**config.mk**
```make
export PLATFORM = sky130hd
export DESIGN_NAME = slc_front_flat
export DESIGN_NICKNAME = d
export VERILOG_FILES = /design/src/rtl/core/set_assoc_lru_writeback_cache_unit_macros.svh /design/src/rtl/core/slc_pkg.sv /design/src/rtl/core/slc_if.sv /design/src/rtl/core/slc_front.sv /design/src/flat_wrapper.sv
export SDC_FILE = /design/constraint.sdc
export NUM_CORES = 1
export LEC_CHECK = 0
export ABC_AREA = 1
export BUFFER_PORTS_ARGS = -buffer_cell sky130_fd_sc_hd__clkbuf_2
export CAP_MARGIN = 15
export CORE_MARGIN = 5
export CORE_UTILIZATION = 45
export DETAILED_ROUTE_END_ITERATION = 8
export PLACE_DENSITY = 0.65
export RECOVER_POWER = 100
export SYNTH_ARGS = -nofsm -noshare
export SYNTH_HDL_FRONTEND = slang
export SYNTH_SLANG_ARGS = --single-unit
```
**constraint.sdc**
```tcl
create_clock -name clk_i -period 5.8 [get_ports clk_i]
set_input_delay 1.16 -clock clk_i [delete_from_list [all_inputs] [get_ports clk_i]]
set_output_delay 1.16 -clock clk_i [all_outputs]
set_load 0.01 [all_outputs]
```
**src/rtl/core/set_assoc_lru_writeback_cache_unit_macros.svh**
```systemverilog
// Assertion macros shared by the cache tag store RTL.
// Each macro expects clk_i and rst_ni in the scope where it is used.
`ifndef SET_ASSOC_LRU_WRITEBACK_CACHE_UNIT_MACROS_SVH
`define SET_ASSOC_LRU_WRITEBACK_CACHE_UNIT_MACROS_SVH

// Implication checked at every clock edge outside reset.
`define SLC_ASSERT(lbl, prop, msg) \
  lbl: assert property (@(posedge clk_i) disable iff (!rst_ni) (prop)) else $error(msg);

// Condition that must never hold outside reset.
`define SLC_NEVER(lbl, cond, msg) \
  lbl: assert property (@(posedge clk_i) disable iff (!rst_ni) !(cond)) else $error(msg);

`endif

```
**src/rtl/core/slc_pkg.sv**
```systemverilog
// Package of the cache tag store: field widths, register indexes and config type.
// Used by the interfaces, front end, back end and top of the block; depends on nothing.
`default_nettype none
package slc_pkg;
  localparam int unsigned CFG_IDX_W   = 2;
  localparam int unsigned CFG_DATA_W  = 5;
  localparam int unsigned IN_ADDR_W   = 64;
  localparam int unsigned CNT_W       = 32;
  localparam int unsigned DIRTY_W     = 28;
  localparam int unsigned EVICT_W     = 48;
  localparam int unsigned BB_W        = 17;
  localparam logic [4:0]  MAX_BLOCK_BITS = 5'd16;

  localparam logic [CFG_IDX_W-1:0] CFG_SET_BITS   = 2'd0;
  localparam logic [CFG_IDX_W-1:0] CFG_BLOCK_BITS = 2'd1;
  localparam logic [CFG_IDX_W-1:0] CFG_WAYS       = 2'd2;

  typedef struct packed {
    logic [3:0] set_bits;
    logic [4:0] block_bits;
    logic [3:0] ways_in_use;
  } cfg_t;
endpackage
`default_nettype wire

```
**src/rtl/core/slc_if.sv**
```systemverilog
// Handshake interfaces for the access channel and the result channel.
// Depends on slc_pkg for field widths.
`default_nettype none
interface slc_req_if import slc_pkg::*; ();
  logic                 valid;
  logic                 ready;
  logic                 command;
  logic [IN_ADDR_W-1:0] address;
  modport source (output valid, command, address, input ready);
  modport sink (input valid, command, address, output ready);
endinterface

`default_nettype wire

```
**src/rtl/core/slc_front.sv**
```systemverilog
// Front end: accepts accesses, splits the address into set and tag, queues them.
// Depends on slc_pkg and slc_req_if.
`default_nettype none
module slc_front import slc_pkg::*; #(
  parameter int unsigned MAX_SET_BITS  = 8,
  parameter int unsigned ADDRESS_WIDTH = 64,
  localparam int unsigned SW = (MAX_SET_BITS > 0) ? MAX_SET_BITS : 1
) (
  input  wire logic                     clk_i,
  input  wire logic                     rst_ni,
  input  wire cfg_t                     cfg_i,
  slc_req_if.sink                       req_i,
  output      logic                     q_valid_o,
  input  wire logic                     q_pop_i,
  output      logic                     q_store_o,
  output      logic [SW-1:0]            q_set_o,
  output      logic [ADDRESS_WIDTH-1:0] q_tag_o
);
  localparam int unsigned QD = 2;

  logic [4:0]               s_eff, b_eff;
  logic [5:0]               shamt;
  logic [ADDRESS_WIDTH-1:0] addr, set_mask, tag, set_wide;
  logic                     push;

  logic                     st_q   [QD];
  logic [SW-1:0]            set_q  [QD];
  logic [ADDRESS_WIDTH-1:0] tag_q  [QD];
  logic                     wp_q, rp_q;
  logic [1:0]               cnt_q;

  always_comb begin
    s_eff = ({1'b0, cfg_i.set_bits} > 5'(MAX_SET_BITS)) ? 5'(MAX_SET_BITS)
                                                        : {1'b0, cfg_i.set_bits};
    b_eff = (cfg_i.block_bits > MAX_BLOCK_BITS) ? MAX_BLOCK_BITS : cfg_i.block_bits;
    shamt = 6'(s_eff) + 6'(b_eff);
    addr = req_i.address[ADDRESS_WIDTH-1:0];
    set_mask = (ADDRESS_WIDTH'(1) << s_eff) - ADDRESS_WIDTH'(1);
    tag = addr >> shamt;
    set_wide = (addr >> b_eff) & set_mask;
  end

  assign req_i.ready = (cnt_q != 2'(QD));
  assign push = req_i.valid && req_i.ready;
  assign q_valid_o = (cnt_q != 2'd0);
  assign q_store_o = st_q[rp_q];
  assign q_set_o = set_q[rp_q];
  assign q_tag_o = tag_q[rp_q];

  always_ff @(posedge clk_i) begin
    if (push) begin
      st_q[wp_q] <= req_i.command;
      set_q[wp_q] <= set_wide[SW-1:0];
      tag_q[wp_q] <= tag;
    end
  end

  always_ff @(posedge clk_i or negedge rst_ni) begin
    if (!rst_ni) begin
      wp_q <= 1'b0;
      rp_q <= 1'b0;
      cnt_q <= 2'd0;
    end else begin
      if (push) wp_q <= ~wp_q;
      if (q_pop_i) rp_q <= ~rp_q;
      cnt_q <= cnt_q + 2'(push) - 2'(q_pop_i);
    end
  end
endmodule
`default_nettype wire

```
**src/flat_wrapper.sv**
```systemverilog
// flat-port wrapper written by rule: the top's interface ports become plain ports
module slc_front_flat import slc_pkg::*;
#(
  parameter int unsigned MAX_SET_BITS  = 8,
  parameter int unsigned ADDRESS_WIDTH = 64,
  localparam int unsigned SW = (MAX_SET_BITS > 0) ? MAX_SET_BITS : 1
)
  (clk_i, rst_ni, cfg_i, q_valid_o, q_pop_i, q_store_o, q_set_o, q_tag_o, req_i_valid, req_i_command, req_i_address, req_i_ready);
  slc_req_if req_i_i ();
  input  wire logic clk_i;
  input  wire logic rst_ni;
  input  wire cfg_t cfg_i;
  output      logic q_valid_o;
  input  wire logic q_pop_i;
  output      logic q_store_o;
  output      logic [SW-1:0] q_set_o;
  output      logic [ADDRESS_WIDTH-1:0] q_tag_o;
  input wire logic [$bits(req_i_i.valid)-1:0] req_i_valid;
  input wire logic [$bits(req_i_i.command)-1:0] req_i_command;
  input wire logic [$bits(req_i_i.address)-1:0] req_i_address;
  output wire logic [$bits(req_i_i.ready)-1:0] req_i_ready;
  assign req_i_i.valid = req_i_valid;
  assign req_i_i.command = req_i_command;
  assign req_i_i.address = req_i_address;
  assign req_i_ready = req_i_i.ready;
  slc_front #(.MAX_SET_BITS(MAX_SET_BITS), .ADDRESS_WIDTH(ADDRESS_WIDTH)) u_core (.clk_i(clk_i), .rst_ni(rst_ni), .cfg_i(cfg_i), .req_i(req_i_i), .q_valid_o(q_valid_o), .q_pop_i(q_pop_i), .q_store_o(q_store_o), .q_set_o(q_set_o), .q_tag_o(q_tag_o));
endmodule
```
# Word level (Yosys, flattened, before mapping)
# Memory sizes are Yosys's and may differ from the RTL's.
# Cells that the tools add are included.
dict set report totals {
  reg_bits 4
  ramBits 146
  inputBits 82
  output_inout_bits 75
  wordCells 25
  memories 3
}
dict set report classes {
  addsub 4
  order_cmp 2
  n_eq_ne 1
  shift 3
  muxes 4
  bitwise 3
  reduce_logical 2
}
# memory depth width rd rd_ports_with_merged_regs wr line_no
set memory_table {}
lappend memory_table {u_core.tag_q 2 64 1 0 1 slc_front.sv:28} ;# logic [ADDRESS_WIDTH-1:0] tag_q [QD];
lappend memory_table {u_core.set_q 2 8 1 0 1 slc_front.sv:27} ;# logic [SW-1:0] set_q [QD];
lappend memory_table {u_core.st_q 2 1 1 0 1 slc_front.sv:26} ;# logic st_q [QD];
# operator n
set op_table {}
lappend op_table {{$shr A64 B5 Y8} 1}
lappend op_table {{$shr A64 B6 Y64} 1}
lappend op_table {{$and A8 B8 Y8} 1}
lappend op_table {{$shl A1 B5 Y8 const A} 1}
lappend op_table {{$sub A8 B2 Y8 const B} 1}
lappend op_table {{$add A5 B5 Y6} 1}
lappend op_table {{$gt A5 B5 Y1 const B} 1}
lappend op_table {{$mux W5} 1}
lappend op_table {{$gt A4 B4 Y1 const B} 1}
lappend op_table {{$mux W4} 1}
lappend op_table {{$add A2 B1 Y2} 1}
lappend op_table {{$mux W1} 2}
lappend op_table {{$ne A2 B2 Y1 const B} 1}
lappend op_table {{$not A1 Y1} 2}
lappend op_table {{$reduce_bool A2 Y1} 1}
lappend op_table {{$sub A2 B1 Y2} 1}
lappend op_table {{$logic_and A1 B1 Y1} 1}

# Longest topological paths before layout
# Gate-level depths: netlist of run 1.
dict set report logic_depth {
  depth_word 5
  mapped_depth 19
  mapped_depth_nobuf 17
}

# Worst setup path before layout of run 1
# No wires, ideal clock.
dict set report synth_path {
  path_kind {input to register}
  startpoint {input port req_i_valid}
  endpoint {memory u_core.set_q[1][0] (netlist name), enable pin}
  setup_time_ns 0.506
  t_arrival_ns 4.324
  required_ns 5.294
  slack_ns 0.970
  path_stages 2
  cell_sequence {nand2_1 nor2_1}
}
dict set report synth_via {
  elab_chain_cells 3
}
# element line_no
set synth_rtl {}
lappend synth_rtl {{start: declaration} flat_wrapper.sv:18} ;# input wire logic [$bits(req_i_i.valid)-1:0] req_i_valid;
lappend synth_rtl {{$logic_and A1 B1 Y1} slc_front.sv:44} ;# assign push = req_i.valid && req_i.ready;
lappend synth_rtl {{$mux W1} slc_front.sv:51} ;# if (push) begin
lappend synth_rtl {{$mux W1 (implied by the code)} slc_front.sv:53} ;# set_q[wp_q] <= set_wide[SW-1:0];
lappend synth_rtl {{end: declaration} slc_front.sv:27}
# Every way passes these cells.

# Worst setup path after layout of run 1
dict set report layout_path {
  startpoint {input port cfg_i[8] (netlist name)}
  endpoint {memory u_core.tag_q[0][7], data pin}
}
dict set report layout_via {
  elab_chain_cells 4
}
# element line_no
set layout_rtl {}
lappend layout_rtl {{start: declaration} flat_wrapper.sv:12} ;# input wire cfg_t cfg_i;
lappend layout_rtl {{$gt A5 B5 Y1} slc_front.sv:35} ;# b_eff = (cfg_i.block_bits > MAX_BLOCK_BITS) ? MAX_BLOCK_BITS : cfg_i.block_bits;
lappend layout_rtl {{$mux W5 (*)} slc_front.sv:35}
lappend layout_rtl {{$add A5 B5 Y6 (*)} slc_front.sv:36} ;# shamt = 6'(s_eff) + 6'(b_eff);
lappend layout_rtl {{$shr A64 B6 Y64 (*)} slc_front.sv:39} ;# tag = addr >> shamt;
lappend layout_rtl {{named net u_core.tag[7]} slc_front.sv:23} ;# logic [ADDRESS_WIDTH-1:0] addr, set_mask, tag, set_wide;
lappend layout_rtl {{end: declaration} slc_front.sv:28}
# Mark *: on every way through the listed nets, which the timed path passes. The rest lies on a longest branch.

==> summary.md, run 1 <==
| Metric | Value |
|---|---|
| Ys flop type | edfxtp_1 |
| Core area | 0.0235 mm2 |
| GRT Overall Usage | 0.243 |
| Worst-path maximum fanout | 25 |
| Ant diodes | 0 |
| Syn Inst Count | 1,423 |
| Synthesis warning total | 0 |
| Routability-driven placement congestion ratio | 0.958 |
| Root buffer cell | clkbuf_16 |
| Synth area leader | edfxtp_1 |
| Initial antenna violation count | 0 |
| DP HPWL | 24,200 um |
| Clock skew | 0.00927 ns |
| Slew HR | -0.152 |
| Status | finished with violations |
| Synthesized Nets | 1,513 |
| Sequential area share after synthesis | 0.415 |
| CP arrival | 5.00 ns |
| Clock Tree Buf Depth | 2 |
| #FFs+latches synth | 150 |
| Iter 0 DRT Violations | 1,184 |
| RSZ-0062 raised after global routing | no |
| Asr flop ratio synth | 0.0267 |
| Port Buf Inserts | 152 |
| Peak supply drop | 172 uV |
| Leak pwr | 5.32 nW |
| Syn avg cell area | 7.59 um2 |
| Post-CTS Repair Setup Buffers | 0 |
| Req. time, crit path | 5.97 ns |
| First-pass GRT wire length | 51,400 um |
| Number of global-route vias before repair | 9,659 |
| CTS tree | yes |
| Drt via density | 5.71 |
| Max Slew Vio Count | 198 |
| Die area | 0.0272 mm2 |
| Final setup vio count | 0 |
| Violated checks | max-capacitance violations, max-slew violations |
| P per Cell Area | 392 mW/mm2 |
| Residual DRC | 0 |
| Final nets | 1,608 |
| Clock-pin slew on the worst setup and hold paths | 0.07 ns |
| CTS buffer count | 17 |
| Rows | 56 |
| Worst-Margin Slew | 1.73 ns |
| Congestion Overflow GR | 0 |
| DIE WIDTH | 165 um |
| Fin Setup TNS | 0 ns |
| Hold Crit Class | reg -> reg |
| Synth top area share | 0.406 |
| WHS Path Cells | 1 |
| Fin Hold WS | 0.538 ns |
| Starting Density | 0.459 |
| Worst Setup End Kind | register |
| Die Y | 165 um |
| CTS H-tree lvls | 4 |
| Worst R2R Path Depth | 4 |
| Layout cell share with drive strength beyond 1 | 0.138 |
| Synthesis-to-finish area growth | 12.6% |
| Area contributors post-synth | edfxtp_1 41%, nand3_1 22%, nand2_1 16%, mux2_2 7.6%, buf_2 3.0% |
| Post-CTS resize count | 0 |
| Synth cell types | 32 |
| EDFF count, synth | 146 |
| Number of fill cells | 2,374 |
| CP startpoint kind | input pin |
| Detailed-route wire length | 33,200 um |
| Final min period | 4.83 ns |
| Mapped Area | 0.0108 mm2 |
| Largest net degree at the start of global routing | 66 |
| Via count | 10,600 |
| Final core occ | 0.516 |
| Hold buffers post-CTS | 0 |
| F_max | 207 MHz |
| Wire length per cell | 17.9 um |
| Post-route ant nets | 0 |
| Final hold vios | 0 |
| DRT Pass-1 Iters | 8 |
| Clock Latency Late Sink | 0.43 ns |
| Ports | 157 |
| TritonCTS Sinks | 150 |
| MaxCap Viol Count | 3 |
| Period utilisation layout | 0.833 |
| Kind of critical path | in -> reg |
[cell usage in the layout (no fill, tap or decap), types with 2 or more instances in the layout]
master	Yosys	routed
nand3_1	466	466
nand2_1	465	463
edfxtp_1	146	146
clkbuf_2	0	87
clkbuf_1	13	69
mux2_2	73	63
nor2_1	45	45
inv_1	41	42
a21oi_1	17	17
clkbuf_16	0	17
buf_4	8	13
nand4_1	12	12
nor3_1	11	11
o21ai_0	11	11
mux2_1	0	10
nand2_2	4	6
ha_1	7	6
inv_6	0	6
o211ai_1	5	5
dfrtp_1	4	4
o21ai_1	3	3
xnor2_1	3	3
inv_2	4	3
clkinvlp_4	0	3
xor2_4	0	2
inv_8	0	2
buf_12	0	2
[sequential cells by signal, summed over array words and instances (netlist names)]
signal and flops:
u_core.tag_q 128, u_core.set_q 16, u_core.cnt_q 2, u_core.st_q 2, u_core.rp_q 1, u_core.wp_q 1
[Yosys cell counts, types with 6 or more instances]
library cell and count:
ha_1 7, nand2_1 465, clkbuf_1 13, nand3_1 466, nand4_1 12, o21ai_0 11, buf_1 6, nor3_1 11
edfxtp_1 146, buf_2 64, inv_1 41, nor2_1 45, mux2_2 73, buf_4 8, a21oi_1 17
[path summary, 6_finish.rpt]
| kind | from | to | slack, ns |
|---|---|---|---|
| max | cfg_i[8] | u_core.tag_q[0][7] | 0.97 |
| min | u_core.cnt_q[0] | u_core.cnt_q[0] | 0.54 |
| max reg2reg | u_core.cnt_q[1] | u_core.tag_q[1][10] | 2.63 |
| min reg2reg | u_core.cnt_q[0] | u_core.cnt_q[0] | 0.54 |
| max in group asynchronous | rst_ni | u_core.cnt_q[0] | 5.06 |
| min in group asynchronous | rst_ni | u_core.wp_q | 0.55 |
[report_power, final]
part	internal [W]	total (W)	switching, W	leakage (nW)
combinational	0.000701	0.00202	0.00132	3.63
clock	0.000603	0.00109	0.000484	0.270
sequential	0.00159	0.00166	0.0000709	1.42
total	0.00290	0.00477	0.00187	5.32
[kinds of logic (layout without fill, tap and decap cells)]
family	after synthesis	after routing	synth area share
buffers and inverters	141	249	0.0622
and+or+nand+nor	1006	1006	0.409
muxes	73	73	0.0761
adders and majority gates	8	8	0.00996
DFF	150	150	0.415
xor gates and xnor gates	6	6	0.00626
AOI/OAI and AO/OA	39	39	0.0207
[worst max-delay path: stages]
cell and delay (ns):
clkbuf_1 0.54, inv_4 0.23, nand2_1 0.36, inv_1 0.43
ha_1 0.44, nand3_1 0.11, nand3_1 0.14, nand2_1 0.06
nand2_1 0.53, buf_4 0.40, nand2_1 0.11, nand2_1 0.11
nand2_1 0.08, nand3_1 0.16, nand2_1 0.12
[final cells by class]
| type | instances | area, um2 | share of cell area |
|---|---|---|---|
| clock buffer | 18 | 429 | 0.0353 |
| multi-input combinational | 1132 | 5670 | 0.467 |
| inverter | 46 | 175 | 0.0144 |
| tap | 319 | 399 | 0.0328 |
| sequential | 150 | 4480 | 0.369 |
| clock inverter | 14 | 140 | 0.0115 |
| timing repair buffer | 171 | 856 | 0.0704 |
[per-stage QoR]
step	cells	area [um2]	power (W)	setup slack [ns]
global route	1850	12200	0.00508	0.628
finish	1850	12200	0.00477	0.971
CTS	1848	12200	0.00485	1.57
detailed placement	1816	11600	0.00375	1.13
floorplan	1423	10800	0.00311	0.970
global placement	1816	11600	0.00373	1.11
[layer usage]
layer	track usage	share of wire	wire length, um	vias to the layer above
met5	0	0	0	-
li1	-	-	-	5132
met3	0.0354	0.066	2190	50
met1	0.340	0.43	14400	4901
met4	0.0745	0.026	878	0
met2	0.390	0.47	15700	478
No activity file was read; power rests on OpenSTA's default activity.
==> run 2, diff against run 1 <==
ABC_AREA = 0   (was 1)
clock period = 4.7 ns   (was 5.8 ns; I/O delays follow)
==> run 2 against run 1 <==
The run still ends with max-capacitance violations, max-slew violations left; combinational power rose by 28%; critical endpoint is now u_core.tag_q[1][22]; non-clock buffer count rose by 51; utilization rose by 1.2 points; clock power rose by 14%; sequential share of layout area fell by 1.9 points; via count fell by 15%; area after synthesis rose by 2.1%; sequential cell count did not move; worst setup slack got worse by 0.62 ns.
==> summary.md, run 2 <==
| Metric | Value |
|---|---|
| Largest net degree at the start of global routing | 55 (-17%) |
| Die Y | 166 um (+0.96%) |
| CP most frequent cell | clkbuf_1 |
| Crit path cell chain | clkbuf_1 -> buf_4 -> nor2b_1 -> ha_1 -> a21oi_2 -> a21bo_1 -> clkbuf_1 -> a21oi_1 -> nor3_1 -> mux2i_1 -> a2bb2o_1 |
| Kind of critical path | in -> reg |
| Total power | 0.00590 W (+24%) |
| Mapped Area | 0.0110 mm2 (+2.1%) |
| Asr flop ratio synth | 0.0267 (unchanged) |
| Max reg flops | 128 (unchanged) |
| P per Cell Area | 461 mW/mm2 (+17%) |
| CTS H-tree lvls | 4 (unchanged) |
| Req. time, crit path | 4.85 ns (-1.12 ns) |
| Ys flop type | edfxtp_1 |
| CP startpoint kind | input pin |
| Detailed-route wire length | 32,400 um (-2.4%) |
| Crit-path slowest cell | a21bo_1 |
| Number of fill cells | 2,215 (-6.7%) |
| Congestion Overflow GR | 0 (unchanged) |
| Ant diodes | 0 (unchanged) |
| Buf/Inv on CP | 3 (-1) |
| Wire length per cell | 21.8 um (+21%) |
| Syn avg cell area | 11.0 um2 (+46%) |
| Post-CTS resize count | 0 (unchanged) |
| Most frequent cells in the layout | 146 x edfxtp_1, 112 x nand2_1, 101 x mux2i_1 |
| CP arrival | 4.50 ns (-0.50 ns) |
| Synthesized Nets | 1,088 (-28%) |
| Core area | 0.0242 mm2 (+3.0%) |
| Max incr delay on CP | 0.66 ns (+0.12 ns) |
| Most flop-heavy register | u_core.tag_q |
| Area contributors post-synth | edfxtp_1 40%, mux2_2 12%, mux2i_1 9.2%, mux4_2 8.4%, nand2_1 3.8% |
| Leak pwr | 4.98 nW (-6.5%) |
| Synthesis warning total | 0 (unchanged) |
| MaxCap Viol Count | 2 (-1) |
| Placed instance count | 1,455 (-20%) |
| Fin Hold WS | 0.345 ns (-0.193 ns) |
| Port Buf Inserts | 152 (unchanged) |
| TritonCTS Sinks | 150 (unchanged) |
| Number of global-route vias before repair | 8,483 (-12%) |
| Final setup vio count | 0 (unchanged) |
| Layout cell share with drive strength beyond 1 | 0.291 (+0.152) |
| WP depth | 11 (-4) |
| Initial antenna violation count | 1 (+1) |
| CTS buffer count | 17 (unchanged) |
| Sequential area share after synthesis | 0.407 (-0.00839) |
| Hold buffers post-CTS | 0 (unchanged) |
| RSZ-0062 raised after global routing | no |
| Hold Crit Class | in -> async |
| Clock-pin slew on the worst setup and hold paths | 0.07 ns (about the same) |
| Post-route ant nets | 0 (unchanged) |
| Root buffer cell | clkbuf_16 |
| Top flop regs | u_core.tag_q: 128 flops, u_core.set_q: 16 flops |
| Most common cell after layout, fill and taps aside | edfxtp_1 |
| Synth cell types | 66 (+110%) |
| Finished Layout Cells | 1,487 (-20%) |
| Final nets | 1,240 (-23%) |
| Count leader, synth | edfxtp_1 |
| Post-CTS Repair Setup Buffers | 0 (unchanged) |
| DRT Pass-1 Iters | 6 (-2) |
| Worst-Margin Slew | 2.70 ns (+0.971 ns) |
| Period utilisation layout | 0.925 |
| Drt via density | 6.01 (+5.3%) |
| Residual DRC | 0 (unchanged) |
| Status | finished with violations |
| Slew HR | -0.799 (-0.647) |
| Worst Setup End Kind | register |
| Final hold vios | 0 (unchanged) |
| Post-synth top cells | 146 x edfxtp_1, 118 x mux2_2, 112 x nand2_1 |
| Kind of cell adding the most delay to the critical path | compound AO/OA/AOI/OAI gates |
| Ports | 157 (unchanged) |
| DIE WIDTH | 166 um (+0.96%) |
| Starting Density | 0.454 (-0.00416) |
| Max Slew Vio Count | 72 (-64%) |
| Peak supply drop | 300 uV (+74%) |
| Violated checks | max-capacitance violations, max-slew violations |
| Die area | 0.0277 mm2 (+1.9%) |
| #FFs+latches synth | 150 (unchanged) |
| Synth top area share | 0.398 (-0.00821) |
| Worst-path maximum fanout | 22 (-12%) |
| Worst R2R Path Depth | 3 (-1) |
| EDFF count, synth | 146 (unchanged) |
| First-pass GRT wire length | 49,800 um (-3.0%) |
| Clock Latency Late Sink | 0.42 ns (about the same) |
| Clock Tree Buf Depth | 2 (unchanged) |
| Dpl ws | 0.110 ns (-1.02 ns) |
| CTS tree | yes |
| Final min period | 4.35 ns |
| Via count | 8,938 (-15%) |
| DP HPWL | 24,600 um (+1.6%) |
| Clock skew | 0.00975 ns (+0.000472 ns) |
| Rows | 57 (+1.8%) |
| Routability-driven placement congestion ratio | 0.983 (+2.6%) |
| Synth area leader | edfxtp_1 |
| Fin Setup TNS | 0 ns (unchanged) |
| Synthesis-to-finish area growth | 16.3% |
| F_max | 230 MHz |
| Syn Inst Count | 998 (-30%) |
| Iter 0 DRT Violations | 904 (-24%) |
| GRT Overall Usage | 0.226 (-0.0165) |
| Setup ws final | 0.353 ns (-0.617 ns) |
## run 2: final timing paths
path	endpoint	slack [ns]	from
worst max-delay path	u_core.tag_q[1][22]	0.35	cfg_i[8]
worst min-delay path	u_core.wp_q	0.34	rst_ni
worst max register to register	u_core.tag_q[1][24]	0.74	u_core.cnt_q[1]
worst min register to register	u_core.cnt_q[1]	0.49	u_core.cnt_q[1]
max in group asynchronous	u_core.rp_q	4.17	rst_ni
min in group clk_i	u_core.cnt_q[1]	0.49	u_core.cnt_q[1]
## run 2: per-stage QoR
stage | util | area, um2
floorplan | - | 11000
global placement | 0.513 | 12400
detailed placement | 0.513 | 12400
CTS | 0.536 | 13000
global route | 0.529 | 12800
finish | 0.529 | 12800
## run 2: kinds of logic after synthesis
group	after synthesis	share of synthesized area
fa+ha+maj	8	0.00976
mux	260	0.296
xor+xnor	7	0.00624
simple gates	271	0.109
compound gates	198	0.128
buf+inv	104	0.0440
flops	150	0.407
## run 2: final cells by class
type	count	area (um2)	area share
tap	324	405	0.0316
clock buffer	18	429	0.0335
sequential	150	4480	0.350
multi-input combinational	744	6090	0.475
timing repair buffer	222	1240	0.0968
inverter	15	56.3	0.00439
clock inverter	14	116	0.00908
## run 2: where the power goes
part / internal [W] / leakage [nW] / switching (W) / total (W)
Combinational: 0.00105 / 3.30 / 0.00152 / 0.00258
Clock: 0.000687 / 0.256 / 0.000549 / 0.00124
Sequential: 0.00197 / 1.42 / 0.000123 / 0.00209
## run 2: metal layers
layer / GRT usage / routed length [um]
met1: 0.350 / 15200
met2: 0.335 / 14300
met4: 0.0534 / 487
met3: 0.0351 / 2460
met5: 0 / 7
==> run 3, diff against run 2 <==
==> constraint.sdc (replaced) <==
create_clock -name clk_i -period 4.7 [get_ports clk_i]
set_input_delay 0.235 -clock clk_i [delete_from_list [all_inputs] [get_ports clk_i]]
set_output_delay 0.235 -clock clk_i [all_outputs]
set_load 0.01 [all_outputs]
==> run 3 against run 2 <==
Clock power up 14%; maximum frequency is 2.4% higher; the flow still finishes with violations (max-capacitance violations, max-slew violations); via count shrank 0.32%; final cell count is 1.9% lower; first-iteration DRC count up 2.3%; highest routed layer is now met4.
==> summary.md, run 3 (synthesis gave the netlist of run 2 again) <==
| Metric | Value |
|---|---|
| Clock Tree Buf Depth | 2 (unchanged) |
| RSZ-0062 raised after global routing | no |
| CTS H-tree lvls | 4 (unchanged) |
| Violated checks | max-capacitance violations, max-slew violations |
| CTS tree | yes |
| Hold Startpoint | q_pop_i |
| Ant diodes | 0 (unchanged) |
| F_max | 236 MHz (+2.4%) |
| Post-DP Area | 0.0121 mm2 (-2.5%) |
| TritonCTS Sinks | 150 (unchanged) |
| Routability-driven placement congestion ratio | 0.948 (-3.6%) |
| Worst Setup End Kind | register |
| Synthesis-to-finish area growth | 14.8% |
| CTS buffer count | 17 (unchanged) |
| Final setup vio count | 0 (unchanged) |
| Fin Setup TNS | 0 ns (unchanged) |
| Fin Hold WS | 0.0239 ns (-0.321 ns) |
| Layout cell share with drive strength beyond 1 | 0.275 (-0.0157) |
| Slew HR | -0.750 (+0.0492) |
| Number of global-route vias before repair | 8,374 (-1.3%) |
| Die Y | 166 um (unchanged) |
| Via count | 8,909 (-0.32%) |
| Final hold vios | 0 (unchanged) |
| Max Slew Vio Count | 72 (unchanged) |
| Period utilisation layout | 0.903 (-0.0216) |
| DRT Pass-1 Iters | 5 (-1) |
| Worst-Margin Slew | 2.62 ns (-0.0835 ns) |
| Leak pwr | 4.88 nW (-2.0%) |
| Initial antenna violation count | 0 (-1) |
| Starting Density | 0.454 (unchanged) |
| Hold buffers post-CTS | 2 (+2) |
| Worst hold endpoint | u_core.rp_q |
| Clock skew | 0.0102 ns (+0.000482 ns) |
| P per Cell Area | 476 mW/mm2 (+3.4%) |
| Design area | 0.0127 mm2 (-1.3%) |
| DP HPWL | 24,400 um (-0.68%) |
| Final core occ | 0.522 (-0.00697) |
| Clock-pin slew on the worst setup and hold paths | 0.06 ns (about the same) |
| Kind of critical path | in -> reg |
| Residual DRC | 0 (unchanged) |
| Kind of cell adding the most delay to the critical path | adder cells |
| Final nets | 1,213 (-2.2%) |
| Setup ws final | 0.455 ns (+0.101 ns) |
| Iter 0 DRT Violations | 925 (+2.3%) |
| Worst reg2reg setup slack | 1.45 ns (+0.71 ns) |
| DIE WIDTH | 166 um (unchanged) |
| WHS Path Cells | 2 |
| Wire length per cell | 22.2 um (+2.2%) |
| Buf/Inv on CP | 3 (unchanged) |
| Crit path cell chain | clkbuf_1 -> nor2b_1 -> ha_1 -> inv_1 -> fa_4 -> clkbuf_1 -> mux4_2 -> nand2_1 -> a211oi_1 -> nor3_1 -> o22ai_1 -> a211o_1 |
| Root buffer cell | clkbuf_16 |
| Dpl ws | 0.424 ns (+0.314 ns) |
| Ports | 157 (unchanged) |
| Post-CTS Repair Setup Buffers | 0 (unchanged) |
| Drt via density | 6.11 (+1.6%) |
| Clock Latency Late Sink | 0.41 ns (about the same) |
| Core area | 0.0242 mm2 (unchanged) |
| Worst-path maximum fanout | 28 (+27%) |
| Most common cell after layout, fill and taps aside | edfxtp_1 |
| Most frequent cells in the layout | 146 x edfxtp_1, 112 x nand2_1, 101 x mux2i_1 |
| Top flop regs | u_core.tag_q: 128 flops, u_core.set_q: 16 flops |
| Post-route ant nets | 0 (unchanged) |
| MaxCap Viol Count | 2 (unchanged) |
| Rows | 57 (unchanged) |
| Crit-path slowest cell | fa_4 |
| CP startpoint kind | input pin |
| Hold Crit Class | in -> reg |
| Status | finished with violations |
| R2r endpoint | u_core.tag_q[0][28] |
| Detailed-route wire length | 32,500 um (+0.25%) |
| Final min period | 4.25 ns (-0.101 ns) |
| First-pass GRT wire length | 49,700 um (-0.18%) |
| Max incr delay on CP | 1.09 ns (+0.43 ns) |
| Max reg flops | 128 (unchanged) |
| Port Buf Inserts | 152 (unchanged) |
| Crit Reg-Reg Startpoint | u_core.cnt_q[1] |
| Most flop-heavy register | u_core.tag_q |
| Largest net degree at the start of global routing | 54 (-1.8%) |
| CP arrival | 4.40 ns (-0.10 ns) |
| Req. time, crit path | 4.85 ns (about the same) |
| CP most frequent cell | clkbuf_1 |
| Congestion Overflow GR | 0 (unchanged) |
| Die area | 0.0277 mm2 (unchanged) |
| Post-CTS resize count | 0 (unchanged) |
| Worst R2R Path Depth | 4 (+1) |
| Peak supply drop | 264 uV (-12%) |
| GRT Overall Usage | 0.226 (about the same) |
==> run 3: changes by cell type in the layout (fill, tap and decap cells not counted), moves of 4 or more <==
cell / before / now
clkbuf_1: 75 / 70
bufinv_16: 0 / 4
buf_12: 7 / 2
buf_4: 45 / 30
==> run 3: worst max-delay path by stage <==
stage | start | to | slack [ns] | cells past startpoint
6_report | cfg_i[12] | u_core.tag_q[0][2] | 0.45 | 12
5_1_grt | cfg_i[8] | u_core.tag_q[1][9] | 0.33 | 11
4_1_cts | cfg_i[12] | u_core.tag_q[0][2] | 0.86 | 12
3_5_place_dp | cfg_i[12] | u_core.tag_q[1][2] | 0.42 | 12
3_3_place_gp | cfg_i[12] | u_core.tag_q[1][2] | 0.42 | 12
2_1_floorplan | u_core.cnt_q[1] | u_core.set_q[0][0] | 0.49 | 3
==> run 3: power by group <==
part	switching, W	internal (W)
combinational	0.00150	0.00102
clock	0.000520	0.000889
sequential	0.000144	0.00196
==> run 3: area by class of cell <==
cell class | instances | area [um2]
clock buffers | 20 | 437
clock inverters | 11 | 174
fillers | 2260 | 11600
inverters | 15 | 56.3
multi-input cells | 744 | 6090
flip-flops and latches | 150 | 4480
well taps | 324 | 405
repair buffers | 195 | 1010
==> run 3: per-stage QoR <==
stage                     total power [W]  std cells
after detailed placement          0.00471       1426
after global routing              0.00634       1459
after floorplan                   0.00380        998
after CTS                         0.00613       1459
final                             0.00603       1459
after global placement            0.00469       1426
==> run 3: routing by layer <==
layer	track usage	routed length [um]	up-vias
li1	-	-	4092
met1	0.353	15500	4327
met2	0.331	14100	454
met3	0.0351	2230	36
met4	0.0527	584	0
met5	0	0	-
